## config.mk

```make
export PLATFORM = sky130hd
export DESIGN_NAME = uart_bridge_with_command_capture_flat
export DESIGN_NICKNAME = d
export VERILOG_FILES = /design/src/rtl/ubcc_pkg.sv /design/src/rtl/ubcc_in_if.sv /design/src/rtl/ubcc_out_if.sv /design/src/rtl/ubcc_ram.sv /design/src/rtl/ubcc_fifo.sv /design/src/rtl/ubcc_front.sv /design/src/rtl/ubcc_back.sv /design/src/rtl/uart_bridge_with_command_capture.sv /design/src/flat_wrapper.sv
export SDC_FILE = /design/constraint.sdc
export NUM_CORES = 2
export LEC_CHECK = 0
export ABC_AREA = 1
export BUFFER_PORTS_ARGS = -buffer_cell sky130_fd_sc_hd__buf_4
export CAP_MARGIN = 5
export CORE_MARGIN = 2
export CORE_UTILIZATION = 45
export CTS_BUF_LIST = sky130_fd_sc_hd__clkbuf_4 sky130_fd_sc_hd__clkbuf_8 sky130_fd_sc_hd__clkbuf_16
export DETAILED_ROUTE_END_ITERATION = 8
export HOLD_SLACK_MARGIN = 0.08
export SYNTH_ARGS = -nofsm -noshare
export SYNTH_HDL_FRONTEND = slang
export SYNTH_HIERARCHICAL = 1
export SYNTH_SLANG_ARGS = --single-unit
```

## constraint.sdc

```tcl
create_clock -name clk -period 4.55 [get_ports clk]
set_input_delay 0.91 -clock clk [delete_from_list [all_inputs] [get_ports clk]]
set_output_delay 0.91 -clock clk [all_outputs]
set_load 0.05 [all_outputs]
```

## src/rtl/ubcc_pkg.sv

```systemverilog
// Shared types, codes and constants for the UART bridge with command capture.
package ubcc_pkg;

    // Default sizes of the stores
    localparam int RING_DEPTH_DEF = 64;
    localparam int CMD_DEPTH_DEF  = 32;

    // Longest run that one command emits
    localparam int MAX_RESULTS = 32;

    // Entries in the queue between front and back
    localparam int Q_DEPTH = 4;

    // Configuration port
    localparam int PADDR_W = 3;
    localparam int PDATA_W = 32;
    localparam logic REG_PREFIX = 1'b0;
    localparam logic REG_TERM   = 1'b1;
    localparam logic [7:0] PREFIX_RESET = 8'h5E;
    localparam logic [7:0] TERM_RESET   = 8'h0D;

    // Input event codes
    localparam logic [1:0] FUNC_HOST_RX   = 2'd0;
    localparam logic [1:0] FUNC_MODULE_RX = 2'd1;
    localparam logic [1:0] FUNC_MODULE_TX = 2'd2;
    localparam logic [1:0] FUNC_HOST_TX   = 2'd3;

    // Result destination codes
    localparam logic [1:0] DEST_MODULE = 2'd0;
    localparam logic [1:0] DEST_HOST   = 2'd1;
    localparam logic [1:0] DEST_CMD    = 2'd2;

    // Operations queued from front to back
    typedef enum logic [1:0] {
        OP_RING_WR = 2'd0,
        OP_DRAIN   = 2'd1,
        OP_CMD     = 2'd2
    } op_kind_t;

    // Back sequencer states
    typedef enum logic [1:0] {
        BK_IDLE = 2'd0,
        BK_DATA = 2'd1,
        BK_SEND = 2'd2
    } back_state_t;

    // Configuration seen by the front
    typedef struct packed {
        logic [7:0] prefix;
        logic [7:0] terminator;
    } cfg_t;

    // Longest run for a given command store depth
    function automatic int emit_max(input int cmd_depth);
        return (cmd_depth - 1 < MAX_RESULTS) ? cmd_depth - 1 : MAX_RESULTS;
    endfunction

    // Width of one queued operation: kind, ring select, ring address, byte,
    // command write flag, command address, emit flag, run length
    function automatic int op_width(input int ring_depth, input int cmd_depth);
        return $clog2(ring_depth) + $clog2(cmd_depth)
             + $clog2(emit_max(cmd_depth) + 1) + 13;
    endfunction

endpackage

```

## src/rtl/ubcc_in_if.sv

```systemverilog
// Input channel: one event item per handshake.
interface ubcc_in_if;
    logic       valid;
    logic       ready;
    logic [1:0] func;
    logic [7:0] rx_byte;

    modport source (output valid, output func, output rx_byte, input ready);
    modport sink   (input valid, input func, input rx_byte, output ready);
endinterface

```

## src/rtl/ubcc_out_if.sv

```systemverilog
// Output channel: one result item per handshake.
interface ubcc_out_if;
    logic       valid;
    logic       ready;
    logic [1:0] dest;
    logic [7:0] out_byte;
    logic       last;

    modport source (output valid, output dest, output out_byte, output last, input ready);
    modport sink   (input valid, input dest, input out_byte, input last, output ready);
endinterface

```

## src/rtl/ubcc_ram.sv

```systemverilog
// Generic single-write, single-read RAM with registered read data.
module ubcc_ram #(
    parameter int WIDTH = 8,
    parameter int DEPTH = 64
) (
    input  logic                     clk,
    input  logic                     we,
    input  logic [$clog2(DEPTH)-1:0] waddr,
    input  logic [WIDTH-1:0]         wdata,
    input  logic                     re,
    input  logic [$clog2(DEPTH)-1:0] raddr,
    output logic [WIDTH-1:0]         rdata
);

    logic [WIDTH-1:0] mem [DEPTH];
    logic [WIDTH-1:0] rdata_reg;

    // Write and read ports
    always_ff @(posedge clk)
    begin
        if (we)
        begin
            mem[waddr] <= wdata;
        end
        if (re)
        begin
            rdata_reg <= mem[raddr];
        end
    end

    assign rdata = rdata_reg;

endmodule

```

## src/rtl/ubcc_fifo.sv

```systemverilog
// Short register queue that carries operations from front to back.
module ubcc_fifo #(
    parameter int WIDTH = 32,
    parameter int DEPTH = ubcc_pkg::Q_DEPTH
) (
    input  logic             clk,
    input  logic             rst_n,
    input  logic             push,
    input  logic [WIDTH-1:0] wdata,
    output logic             full,
    input  logic             pop,
    output logic [WIDTH-1:0] rdata,
    output logic             empty
);

    localparam int PW = (DEPTH > 1) ? $clog2(DEPTH) : 1;
    localparam int CW = $clog2(DEPTH + 1);
    localparam logic [PW-1:0] PTR_LAST = PW'(DEPTH - 1);
    localparam logic [CW-1:0] CNT_FULL = CW'(DEPTH);

    logic [WIDTH-1:0] slot_reg [DEPTH];
    logic [PW-1:0]    wr_ptr_reg, wr_ptr_next;
    logic [PW-1:0]    rd_ptr_reg, rd_ptr_next;
    logic [CW-1:0]    count_reg, count_next;
    logic             do_push, do_pop;

    assign full    = (count_reg == CNT_FULL);
    assign empty   = (count_reg == '0);
    assign do_push = push && !full;
    assign do_pop  = pop && !empty;
    assign rdata   = slot_reg[rd_ptr_reg];

    // Advance pointers and occupancy
    always_comb
    begin
        wr_ptr_next = wr_ptr_reg;
        rd_ptr_next = rd_ptr_reg;
        count_next  = count_reg;
        if (do_push)
        begin
            wr_ptr_next = (wr_ptr_reg == PTR_LAST) ? '0 : wr_ptr_reg + 1'b1;
        end
        if (do_pop)
        begin
            rd_ptr_next = (rd_ptr_reg == PTR_LAST) ? '0 : rd_ptr_reg + 1'b1;
        end
        if (do_push && !do_pop)
        begin
            count_next = count_reg + 1'b1;
        end
        else if (do_pop && !do_push)
        begin
            count_next = count_reg - 1'b1;
        end
    end

    always_ff @(posedge clk or negedge rst_n)
    begin
        if (!rst_n)
        begin
            wr_ptr_reg <= '0;
            rd_ptr_reg <= '0;
            count_reg  <= '0;
        end
        else
        begin
            wr_ptr_reg <= wr_ptr_next;
            rd_ptr_reg <= rd_ptr_next;
            count_reg  <= count_next;
        end
    end

    // Store the pushed item
    always_ff @(posedge clk)
    begin
        if (do_push)
        begin
            slot_reg[wr_ptr_reg] <= wdata;
        end
    end

endmodule

```

## src/rtl/ubcc_front.sv

```systemverilog
// Front: accepts event items, tracks ring indices, flags and capture, and queues work.
module ubcc_front #(
    parameter int RING_DEPTH = ubcc_pkg::RING_DEPTH_DEF,
    parameter int CMD_DEPTH  = ubcc_pkg::CMD_DEPTH_DEF
) (
    input  logic             clk,
    input  logic             rst_n,
    input  ubcc_pkg::cfg_t   cfg,
    ubcc_in_if.sink          in_ch,
    input  logic             q_full,
    output logic             q_push,
    output logic [ubcc_pkg::op_width(RING_DEPTH, CMD_DEPTH)-1:0] q_data
);

    localparam int RAW      = $clog2(RING_DEPTH);
    localparam int CAW      = $clog2(CMD_DEPTH);
    localparam int EMIT_MAX = ubcc_pkg::emit_max(CMD_DEPTH);
    localparam int NW       = $clog2(EMIT_MAX + 1);
    localparam logic [RAW-1:0] RING_LAST = RAW'(RING_DEPTH - 1);
    localparam logic [CAW-1:0] CMD_LIM   = CAW'(CMD_DEPTH - 1);
    localparam logic [CAW:0]   EMIT_CAP  = (CAW + 1)'(EMIT_MAX);

    typedef struct packed {
        ubcc_pkg::op_kind_t kind;
        logic               to_host;
        logic [RAW-1:0]     ring_addr;
        logic [7:0]         data;
        logic               cmd_wr;
        logic [CAW-1:0]     cmd_addr;
        logic               emit;
        logic [NW-1:0]      emit_n;
    } op_t;

    logic           link_reg, link_next;
    logic           capture_reg, capture_next;
    logic [CAW-1:0] count_reg, count_next;
    logic [7:0]     byte0_reg, byte0_next;
    logic [7:0]     byte1_reg, byte1_next;
    logic [RAW-1:0] tm_wr_reg, tm_wr_next, tm_rd_reg, tm_rd_next;
    logic [RAW-1:0] th_wr_reg, th_wr_next, th_rd_reg, th_rd_next;
    logic           mod_on_reg, mod_on_next;
    logic           host_on_reg, host_on_next;

    logic           accept;
    logic           stored;
    logic           at_second;
    logic [CAW-1:0] cnt_inc;
    logic [7:0]     b1_now;
    logic [NW-1:0]  run_len;
    op_t            op;

    function automatic logic [RAW-1:0] ring_next(input logic [RAW-1:0] i);
        return (i == RING_LAST) ? '0 : i + 1'b1;
    endfunction

    assign in_ch.ready = !q_full;
    assign accept      = in_ch.valid && !q_full;
    assign q_data      = op;

    // Capture bookkeeping shared by prefix and plain bytes
    assign stored    = (count_reg < CMD_LIM);
    assign at_second = stored && (count_reg == CAW'(1));
    assign cnt_inc   = stored ? count_reg + 1'b1 : count_reg;
    assign b1_now    = at_second ? in_ch.rx_byte : byte1_reg;
    assign run_len   = ({1'b0, cnt_inc} > EMIT_CAP) ? NW'(EMIT_MAX) : NW'(cnt_inc);

    // Classify the item, update state and build the queued operation
    always_comb
    begin
        link_next    = link_reg;
        capture_next = capture_reg;
        count_next   = count_reg;
        byte0_next   = byte0_reg;
        byte1_next   = byte1_reg;
        tm_wr_next   = tm_wr_reg;
        tm_rd_next   = tm_rd_reg;
        th_wr_next   = th_wr_reg;
        th_rd_next   = th_rd_reg;
        mod_on_next  = mod_on_reg;
        host_on_next = host_on_reg;
        q_push       = 1'b0;
        op           = '0;
        op.kind      = ubcc_pkg::OP_CMD;
        op.data      = in_ch.rx_byte;
        op.cmd_addr  = count_reg;
        op.emit_n    = run_len;
        if (accept)
        begin
            unique case (in_ch.func)
                ubcc_pkg::FUNC_HOST_RX:
                begin
                    link_next = 1'b1;
                    if (in_ch.rx_byte == cfg.prefix && !capture_reg)
                    begin
                        // Open a capture with the prefix as first byte
                        capture_next = 1'b1;
                        count_next   = CAW'(1);
                        byte0_next   = in_ch.rx_byte;
                        op.cmd_wr    = 1'b1;
                        op.cmd_addr  = '0;
                        q_push       = 1'b1;
                    end
                    else if (capture_reg)
                    begin
                        // Store while room remains; end on terminator or doubled prefix
                        count_next = cnt_inc;
                        if (at_second)
                        begin
                            byte1_next = in_ch.rx_byte;
                        end
                        op.cmd_wr = stored;
                        if (in_ch.rx_byte == cfg.prefix)
                        begin
                            op.emit = (cnt_inc == CAW'(2)) && (byte0_reg == cfg.prefix)
                                   && (b1_now == cfg.prefix);
                        end
                        else
                        begin
                            op.emit = (in_ch.rx_byte == cfg.terminator);
                        end
                        if (op.emit)
                        begin
                            capture_next = 1'b0;
                        end
                        q_push = stored || op.emit;
                    end
                    else
                    begin
                        op.kind      = ubcc_pkg::OP_RING_WR;
                        op.to_host   = 1'b0;
                        op.ring_addr = tm_wr_reg;
                        tm_wr_next   = ring_next(tm_wr_reg);
                        mod_on_next  = 1'b1;
                        q_push       = 1'b1;
                    end
                end
                ubcc_pkg::FUNC_MODULE_RX:
                begin
                    if (link_reg)
                    begin
                        op.kind      = ubcc_pkg::OP_RING_WR;
                        op.to_host   = 1'b1;
                        op.ring_addr = th_wr_reg;
                        th_wr_next   = ring_next(th_wr_reg);
                        host_on_next = 1'b1;
                        q_push       = 1'b1;
                    end
                end
                ubcc_pkg::FUNC_MODULE_TX:
                begin
                    if (link_reg && mod_on_reg)
                    begin
                        op.kind      = ubcc_pkg::OP_DRAIN;
                        op.to_host   = 1'b0;
                        op.ring_addr = tm_rd_reg;
                        tm_rd_next   = ring_next(tm_rd_reg);
                        if (ring_next(tm_rd_reg) == tm_wr_reg)
                        begin
                            mod_on_next = 1'b0;
                        end
                        q_push = 1'b1;
                    end
                end
                ubcc_pkg::FUNC_HOST_TX:
                begin
                    if (link_reg && host_on_reg)
                    begin
                        op.kind      = ubcc_pkg::OP_DRAIN;
                        op.to_host   = 1'b1;
                        op.ring_addr = th_rd_reg;
                        th_rd_next   = ring_next(th_rd_reg);
                        if (ring_next(th_rd_reg) == th_wr_reg)
                        begin
                            host_on_next = 1'b0;
                        end
                        q_push = 1'b1;
                    end
                end
                default:
                begin
                end
            endcase
        end
    end

    // Control state
    always_ff @(posedge clk or negedge rst_n)
    begin
        if (!rst_n)
        begin
            link_reg    <= 1'b0;
            capture_reg <= 1'b0;
            count_reg   <= '0;
            tm_wr_reg   <= '0;
            tm_rd_reg   <= '0;
            th_wr_reg   <= '0;
            th_rd_reg   <= '0;
            mod_on_reg  <= 1'b0;
            host_on_reg <= 1'b0;
        end
        else
        begin
            link_reg    <= link_next;
            capture_reg <= capture_next;
            count_reg   <= count_next;
            tm_wr_reg   <= tm_wr_next;
            tm_rd_reg   <= tm_rd_next;
            th_wr_reg   <= th_wr_next;
            th_rd_reg   <= th_rd_next;
            mod_on_reg  <= mod_on_next;
            host_on_reg <= host_on_next;
        end
    end

    // Copies of the first two stored bytes for the doubled-prefix test
    always_ff @(posedge clk)
    begin
        byte0_reg <= byte0_next;
        byte1_reg <= byte1_next;
    end

endmodule

```

## src/rtl/ubcc_back.sv

```systemverilog
// Back: executes queued operations on the rings and command store and emits result items.
module ubcc_back #(
    parameter int RING_DEPTH = ubcc_pkg::RING_DEPTH_DEF,
    parameter int CMD_DEPTH  = ubcc_pkg::CMD_DEPTH_DEF
) (
    input  logic             clk,
    input  logic             rst_n,
    input  logic             q_empty,
    input  logic [ubcc_pkg::op_width(RING_DEPTH, CMD_DEPTH)-1:0] q_data,
    output logic             q_pop,
    ubcc_out_if.source       out_ch
);

    localparam int RAW      = $clog2(RING_DEPTH);
    localparam int CAW      = $clog2(CMD_DEPTH);
    localparam int EMIT_MAX = ubcc_pkg::emit_max(CMD_DEPTH);
    localparam int NW       = $clog2(EMIT_MAX + 1);

    typedef struct packed {
        ubcc_pkg::op_kind_t kind;
        logic               to_host;
        logic [RAW-1:0]     ring_addr;
        logic [7:0]         data;
        logic               cmd_wr;
        logic [CAW-1:0]     cmd_addr;
        logic               emit;
        logic [NW-1:0]      emit_n;
    } op_t;

    ubcc_pkg::back_state_t state_reg, state_next;

    op_t            head;
    logic           pend_cmd_reg, pend_host_reg;
    logic [CAW-1:0] idx_reg;
    logic [NW-1:0]  n_reg;
    logic [1:0]     dest_reg;
    logic [7:0]     byte_reg;
    logic           last_reg;

    logic           tm_we, th_we, cmd_we;
    logic           tm_re, th_re, cmd_re;
    logic [CAW-1:0] cmd_raddr;
    logic [7:0]     tm_rdata, th_rdata, cmd_rdata;
    logic           starts_read;
    logic           advance;
    logic [CAW:0]   idx_plus;

    assign head        = op_t'(q_data);
    assign starts_read = !q_empty && ((head.kind == ubcc_pkg::OP_DRAIN)
                      || (head.kind == ubcc_pkg::OP_CMD && head.emit));
    assign advance     = out_ch.ready && pend_cmd_reg && !last_reg;
    assign idx_plus    = {1'b0, idx_reg} + 1'b1;

    // Next state
    always_comb
    begin
        state_next = state_reg;
        unique case (state_reg)
            ubcc_pkg::BK_IDLE:
            begin
                if (starts_read)
                begin
                    state_next = ubcc_pkg::BK_DATA;
                end
            end
            ubcc_pkg::BK_DATA:
            begin
                state_next = ubcc_pkg::BK_SEND;
            end
            ubcc_pkg::BK_SEND:
            begin
                if (out_ch.ready)
                begin
                    state_next = advance ? ubcc_pkg::BK_DATA : ubcc_pkg::BK_IDLE;
                end
            end
            default:
            begin
                state_next = ubcc_pkg::BK_IDLE;
            end
        endcase
    end

    // Memory strobes and queue pop
    always_comb
    begin
        q_pop     = 1'b0;
        tm_we     = 1'b0;
        th_we     = 1'b0;
        cmd_we    = 1'b0;
        tm_re     = 1'b0;
        th_re     = 1'b0;
        cmd_re    = 1'b0;
        cmd_raddr = '0;
        unique case (state_reg)
            ubcc_pkg::BK_IDLE:
            begin
                if (!q_empty)
                begin
                    q_pop = 1'b1;
                    unique case (head.kind)
                        ubcc_pkg::OP_RING_WR:
                        begin
                            tm_we = !head.to_host;
                            th_we = head.to_host;
                        end
                        ubcc_pkg::OP_DRAIN:
                        begin
                            tm_re = !head.to_host;
                            th_re = head.to_host;
                        end
                        ubcc_pkg::OP_CMD:
                        begin
                            cmd_we = head.cmd_wr;
                            cmd_re = head.emit;
                        end
                        default:
                        begin
                        end
                    endcase
                end
            end
            ubcc_pkg::BK_SEND:
            begin
                cmd_re    = advance;
                cmd_raddr = idx_plus[CAW-1:0];
            end
            default:
            begin
            end
        endcase
    end

    always_ff @(posedge clk or negedge rst_n)
    begin
        if (!rst_n)
        begin
            state_reg <= ubcc_pkg::BK_IDLE;
        end
        else
        begin
            state_reg <= state_next;
        end
    end

    // Hold the run context and load the output register
    always_ff @(posedge clk)
    begin
        if (state_reg == ubcc_pkg::BK_IDLE && starts_read)
        begin
            pend_cmd_reg  <= (head.kind == ubcc_pkg::OP_CMD);
            pend_host_reg <= head.to_host;
            n_reg         <= head.emit_n;
            idx_reg       <= '0;
        end
        if (state_reg == ubcc_pkg::BK_SEND && advance)
        begin
            idx_reg <= idx_plus[CAW-1:0];
        end
        if (state_reg == ubcc_pkg::BK_DATA)
        begin
            if (pend_cmd_reg)
            begin
                dest_reg <= ubcc_pkg::DEST_CMD;
                byte_reg <= cmd_rdata;
                last_reg <= (idx_plus == (CAW + 1)'(n_reg));
            end
            else
            begin
                dest_reg <= pend_host_reg ? ubcc_pkg::DEST_HOST : ubcc_pkg::DEST_MODULE;
                byte_reg <= pend_host_reg ? th_rdata : tm_rdata;
                last_reg <= 1'b1;
            end
        end
    end

    assign out_ch.valid    = (state_reg == ubcc_pkg::BK_SEND);
    assign out_ch.dest     = dest_reg;
    assign out_ch.out_byte = byte_reg;
    assign out_ch.last     = last_reg;

    ubcc_ram #(.WIDTH(8), .DEPTH(RING_DEPTH)) u_to_module_ring (
        .clk   (clk),
        .we    (tm_we),
        .waddr (head.ring_addr),
        .wdata (head.data),
        .re    (tm_re),
        .raddr (head.ring_addr),
        .rdata (tm_rdata)
    );

    ubcc_ram #(.WIDTH(8), .DEPTH(RING_DEPTH)) u_to_host_ring (
        .clk   (clk),
        .we    (th_we),
        .waddr (head.ring_addr),
        .wdata (head.data),
        .re    (th_re),
        .raddr (head.ring_addr),
        .rdata (th_rdata)
    );

    ubcc_ram #(.WIDTH(8), .DEPTH(CMD_DEPTH)) u_command_store (
        .clk   (clk),
        .we    (cmd_we),
        .waddr (head.cmd_addr),
        .wdata (head.data),
        .re    (cmd_re),
        .raddr (cmd_raddr),
        .rdata (cmd_rdata)
    );

endmodule

```

## src/rtl/uart_bridge_with_command_capture.sv

```systemverilog
// Top level of the UART bridge with command capture: config registers, front, queue and back.
//
// Each event item is accepted whenever the four-entry operation queue has room; the front
// updates ring indices, send flags and capture state at once and queues the memory work.
// The back retires one ring or command-store write per cycle while it is not busy reading
// out or sending a result. A transmit event's item passes through the registered RAM read
// and then the output register after the back takes it, and each byte of a command run is
// a separate access to the command store's one read port. A run holds at most MAX_RESULTS
// items. There is no clearing pass after reset.
module uart_bridge_with_command_capture #(
    parameter int RING_DEPTH = ubcc_pkg::RING_DEPTH_DEF,
    parameter int CMD_DEPTH  = ubcc_pkg::CMD_DEPTH_DEF
) (
    input  logic                         clk,
    input  logic                         rst_n,
    input  logic                         psel,
    input  logic                         penable,
    input  logic                         pwrite,
    input  logic [ubcc_pkg::PADDR_W-1:0] paddr,
    input  logic [ubcc_pkg::PDATA_W-1:0] pwdata,
    output logic [ubcc_pkg::PDATA_W-1:0] prdata,
    output logic                         pready,
    ubcc_in_if.sink                      in_ch,
    ubcc_out_if.source                   out_ch
);

    localparam int OP_W = ubcc_pkg::op_width(RING_DEPTH, CMD_DEPTH);

    logic [7:0]     prefix_reg;
    logic [7:0]     term_reg;
    logic           cfg_wr;
    ubcc_pkg::cfg_t cfg;

    logic            q_full, q_empty, q_push, q_pop;
    logic [OP_W-1:0] q_wdata, q_rdata;

    // Register writes on the access phase
    assign pready = 1'b1;
    assign cfg_wr = psel && penable && pwrite;

    always_ff @(posedge clk or negedge rst_n)
    begin
        if (!rst_n)
        begin
            prefix_reg <= ubcc_pkg::PREFIX_RESET;
            term_reg   <= ubcc_pkg::TERM_RESET;
        end
        else if (cfg_wr)
        begin
            if (paddr[2] == ubcc_pkg::REG_PREFIX)
            begin
                prefix_reg <= pwdata[7:0];
            end
            else
            begin
                term_reg <= pwdata[7:0];
            end
        end
    end

    // Register readback
    assign prdata = {{(ubcc_pkg::PDATA_W - 8){1'b0}},
                     (paddr[2] == ubcc_pkg::REG_TERM) ? term_reg : prefix_reg};

    assign cfg.prefix     = prefix_reg;
    assign cfg.terminator = term_reg;

    ubcc_front #(.RING_DEPTH(RING_DEPTH), .CMD_DEPTH(CMD_DEPTH)) u_front (
        .clk    (clk),
        .rst_n  (rst_n),
        .cfg    (cfg),
        .in_ch  (in_ch),
        .q_full (q_full),
        .q_push (q_push),
        .q_data (q_wdata)
    );

    ubcc_fifo #(.WIDTH(OP_W), .DEPTH(ubcc_pkg::Q_DEPTH)) u_queue (
        .clk   (clk),
        .rst_n (rst_n),
        .push  (q_push),
        .wdata (q_wdata),
        .full  (q_full),
        .pop   (q_pop),
        .rdata (q_rdata),
        .empty (q_empty)
    );

    ubcc_back #(.RING_DEPTH(RING_DEPTH), .CMD_DEPTH(CMD_DEPTH)) u_back (
        .clk     (clk),
        .rst_n   (rst_n),
        .q_empty (q_empty),
        .q_data  (q_rdata),
        .q_pop   (q_pop),
        .out_ch  (out_ch)
    );

endmodule

```

## src/flat_wrapper.sv

```systemverilog
// flat-port wrapper written by rule: the top's interface ports become plain ports
module uart_bridge_with_command_capture_flat 
#(
    parameter int RING_DEPTH = ubcc_pkg::RING_DEPTH_DEF,
    parameter int CMD_DEPTH  = ubcc_pkg::CMD_DEPTH_DEF
)
  (clk, rst_n, psel, penable, pwrite, paddr, pwdata, prdata, pready, in_ch_valid, in_ch_func, in_ch_rx_byte, in_ch_ready, out_ch_valid, out_ch_dest, out_ch_out_byte, out_ch_last, out_ch_ready);
  ubcc_in_if in_ch_i ();
  ubcc_out_if out_ch_i ();
  input  logic clk;
  input  logic rst_n;
  input  logic psel;
  input  logic penable;
  input  logic pwrite;
  input  logic [ubcc_pkg::PADDR_W-1:0] paddr;
  input  logic [ubcc_pkg::PDATA_W-1:0] pwdata;
  output logic [ubcc_pkg::PDATA_W-1:0] prdata;
  output logic pready;
  input wire logic [$bits(in_ch_i.valid)-1:0] in_ch_valid;
  input wire logic [$bits(in_ch_i.func)-1:0] in_ch_func;
  input wire logic [$bits(in_ch_i.rx_byte)-1:0] in_ch_rx_byte;
  output wire logic [$bits(in_ch_i.ready)-1:0] in_ch_ready;
  output wire logic [$bits(out_ch_i.valid)-1:0] out_ch_valid;
  output wire logic [$bits(out_ch_i.dest)-1:0] out_ch_dest;
  output wire logic [$bits(out_ch_i.out_byte)-1:0] out_ch_out_byte;
  output wire logic [$bits(out_ch_i.last)-1:0] out_ch_last;
  input wire logic [$bits(out_ch_i.ready)-1:0] out_ch_ready;
  assign in_ch_i.valid = in_ch_valid;
  assign in_ch_i.func = in_ch_func;
  assign in_ch_i.rx_byte = in_ch_rx_byte;
  assign in_ch_ready = in_ch_i.ready;
  assign out_ch_valid = out_ch_i.valid;
  assign out_ch_dest = out_ch_i.dest;
  assign out_ch_out_byte = out_ch_i.out_byte;
  assign out_ch_last = out_ch_i.last;
  assign out_ch_i.ready = out_ch_ready;
  uart_bridge_with_command_capture #(.RING_DEPTH(RING_DEPTH), .CMD_DEPTH(CMD_DEPTH)) u_core (.clk(clk), .rst_n(rst_n), .psel(psel), .penable(penable), .pwrite(pwrite), .paddr(paddr), .pwdata(pwdata), .prdata(prdata), .pready(pready), .in_ch(in_ch_i), .out_ch(out_ch_i));
endmodule
```

==> metrics.md <==
| Metric | Value |
|---|---|
| Max Clk Rate | `252 MHz` |
| Final cycle utilization of the critical path | `87.2%` |
| Post-DRT Antenna Nets | `0` |
| DR vias/cell | `around 5.4` |
| Seq/Total Area, Yosys | `between 70% and 80%` |
| Placed Cells | `7,458` |
| Area Growth Syn to Fin | `10.9%` |
| Gr usage total | `21.2%` |
| Flops & latches, synth | `1,517` |
| Critical path's largest stage delay | `900 ps` |
| H-Tree Level Count | `4` |
| Design area | `71,700 sq um` |
| Pin count of the biggest net entering global routing | `roughly 150` |
| Clock slew at reported path FFs | `about 60 ps` |
| Fin. Hold Viols | `0` |
| Synth Instances | `between 5k and 6k` |
| Biggest regs | `u_core/u_back/u_to_host_ring/mem x512, u_core/u_back/u_to_module_ring/mem x512, u_core/u_back/u_command_store/mem x256` |
| Per-cell routed wire length | `about 20 um` |
| CP max stage cell | `nor2_1` |
| Vias | `41.6k` |
| Residual DRC | `0` |
| Ant. Diodes | `0` |
| Clock Skews | `about 26 ps` |
| Final Util | `50.1%` |
| Pwr Density | `between 700 and 800 nW/um^2` |
| Crit start category | `register` |
| Hpwl dp | `just over 90,000 um` |
| GR Overflow Total | `0` |
| Max_slew headroom | `between 15 and 20%` |
| Number of hold buffers added after CTS | `0` |
| Final net count | `approximately 5.8k` |
| Footprint of the multi-input gates | `~16,000 sq um` |
| Clk buf depth | `3` |
| Reg area | `45,300 sq um` |
| Arrival time worst endpoint | `roughly 4400 ps` |
| Worst EP required | `around 5000 ps` |
| Vias in the first global route | `a little under 40k` |
| Ys Warns | `6` |
| Dpl cell area | `~67,000 sq um` |
| Post-Layout Cell Count | `approximately 7.7k` |
| CP Class | `register to register` |
| Max-slew violation count | `0` |
| Worst Setup End Kind | `register` |
| Cell Chain, Critical Path | `nand2_1 -> o211ai_1 -> nand2_1 -> or2_2 -> nor3_1 -> buf_4 -> nand4_1 -> nor2_1` |
| Die H | `about 380 um` |
| Clk_lat worst skew | `a little under 800 ps` |
| RSZ-0062 raised after global routing | `false` |
| Worst hold path type | `primary input to async pin` |
| Num Clock Sinks | `between 1.5k and 2k` |
| Cts bufs inserted | `158` |
| Die area | `between 100,000 and 150,000 sq um` |
| Outcome | `finished, final reports clean` |
| Avg Inst Size Synth | `roughly 11 sq um` |
| Most frequent CP cell | `nand2_1` |
| Max Cap Viol | `0` |
| Cell row count | `approximately 140` |
| Most frequent cells in the layout | `1,982 x nand2_1, 1,459 x edfxtp_1, 1,143 x nand3_1` |
| Global-route wire length before repair | `roughly 240,000 um` |
| CP max FO | `57` |
| Setup Buffers After CTS | `0` |
| Initial antenna violation count | `2` |
| Final setup fails | `0` |
| Synth Cell Area | `about 65,000 sq um` |
| TritonCTS clock tree | `done` |
| Core region area | `approximately 140,000 sq um` |
| Routed wire length | `roughly 160,000 um` |
| Most common cell after layout, fill and taps aside | `nand2_1` |
| Cts repair resizes | `0` |
| Total power draw | `approximately 53,000 uW` |
| Ratio of cells with drive above 1 in the final layout | `9.19%` |
| Placer Congestion | `between 0.8 and 0.9` |
| Drt initial violations | `around 4.4k` |
| Leak | `approximately 0.026 uW` |
| Port bufs | `46` |
| VDD IR max | `~690 uV` |
| I/O pins | `a little under 100` |
| Unique masters post-synth | `51` |
| FF-to-FF path depth | `8` |
| Worst-Margin Slew | `roughly 1200 ps` |
| Total Neg Setup Slack | `0 ps` |
| First-pass DRT Iterations | `8` |
| Root Buffer Master | `clkbuf_16` |
| Initial Utilization | `~45%` |
| FILL cells | `~12k` |
| Post-route minimum period | `3970 ps` |
| Die W | `around 380 um` |
[cells in the mapped netlist, drive strengths merged]
| cell type | n | area [sq um] |
|---|---|---|
| a211oi | 2 | 15.0 |
| a21oi | 32 | 160 |
| a221oi | 3 | 32.5 |
| a22oi | 2 | 15.0 |
| a31oi | 1 | 6.26 |
| buf | 300 | 2300 |
| clkbuf | 41 | 154 |
| clkinv | 2 | 7.51 |
| conb | 2 | 7.51 |
| dfrtp | 50 | 1250 |
| dfstp | 8 | 210 |
| edfxtp | 1459 | 43800 |
| fa | 1 | 20.0 |
| ha | 13 | 163 |
| inv | 203 | 772 |
| nand2 | 2003 | 7540 |
| nand3 | 1147 | 5760 |
| nand3b | 4 | 30.0 |
| nand4 | 28 | 181 |
| nor2 | 233 | 970 |
| nor3 | 15 | 85.1 |
| nor3b | 1 | 7.51 |
| nor4 | 18 | 113 |
| o211a | 1 | 10.0 |
| o211ai | 58 | 531 |
| o21ai | 26 | 134 |
| o21bai | 1 | 7.51 |
| o221ai | 2 | 17.5 |
| o22ai | 4 | 25.0 |
| o311ai | 1 | 8.76 |
| or2 | 3 | 18.8 |
| xnor2 | 13 | 114 |
| xor2 | 16 | 140 |
[cells by family after synthesis]
group	share of synthesized area [%]
compound gates	1.49
fa+ha+maj	0.283
xor+xnor	0.393
other cells	0.0116
flops	70.1
buf+inv	5.00
simple gates	22.8
[final cells by class]
cell class	instances	share of cell area, %
sequential	1517	63.2
multi-input combinational	3653	22.8
clock buffer	199	6.03
tap	1903	3.32
timing repair buffer	180	2.41
clock inverter	81	1.16
inverter	205	1.10
[stage by stage]
step | worst slack, ps | hold slack [ps]
2_1_floorplan | 874 | 442
3_3_place_gp | 769 | 463
3_5_place_dp | 683 | 466
4_1_cts | 670 | 216
5_1_grt | 473 | 258
6_report | 582 | 227
[worst max-delay path: cells and delay by family, from the launching register on]
family / cells / cell delay (ps)
simple gates: 6 / 2430
compound gates: 1 / 110
flops: 1 / 800
buf+inv: 1 / 210
[report_power, final]
part / total (uW) / switching (uW) / internal [uW]
Clock: 12800 / 5320 / 7520
Sequential: 19300 / 503 / 18800
Combinational: 21300 / 16100 / 5180
Total: 53500 / 22000 / 31500
[final timing paths]
| check | start | end | slack (ps) |
|---|---|---|---|
| hold / removal | rst_n | u_core/term_reg[1] | 230 |
| min in group clk | pwdata[4] | u_core/prefix_reg[4] | 360 |
| setup / recovery | u_core/u_queue/rd_ptr_reg[0] | u_core/u_back/u_to_host_ring/mem[57][0] | 580 |
| hold reg to reg | u_core/u_front/mod_on_reg | u_core/u_front/mod_on_reg | 480 |
| max in group asynchronous | rst_n | u_core/u_queue/rd_ptr_reg[0] | 3640 |
| setup reg to reg | u_core/u_queue/rd_ptr_reg[0] | u_core/u_back/u_to_host_ring/mem[57][0] | 580 |
[per-layer routing]
metal | vias to the layer above | global-route usage, % | part of all wire, %
met2 | 1406 | 33.4 | 47
met4 | 4 | 6.07 | 2.2
met1 | 20200 | 30.2 | 44
met5 | - | 0 | 0.013
li1 | 19700 | - | -
met3 | 240 | 3.79 | 7.1
Power figures use the tool's default switching activity.
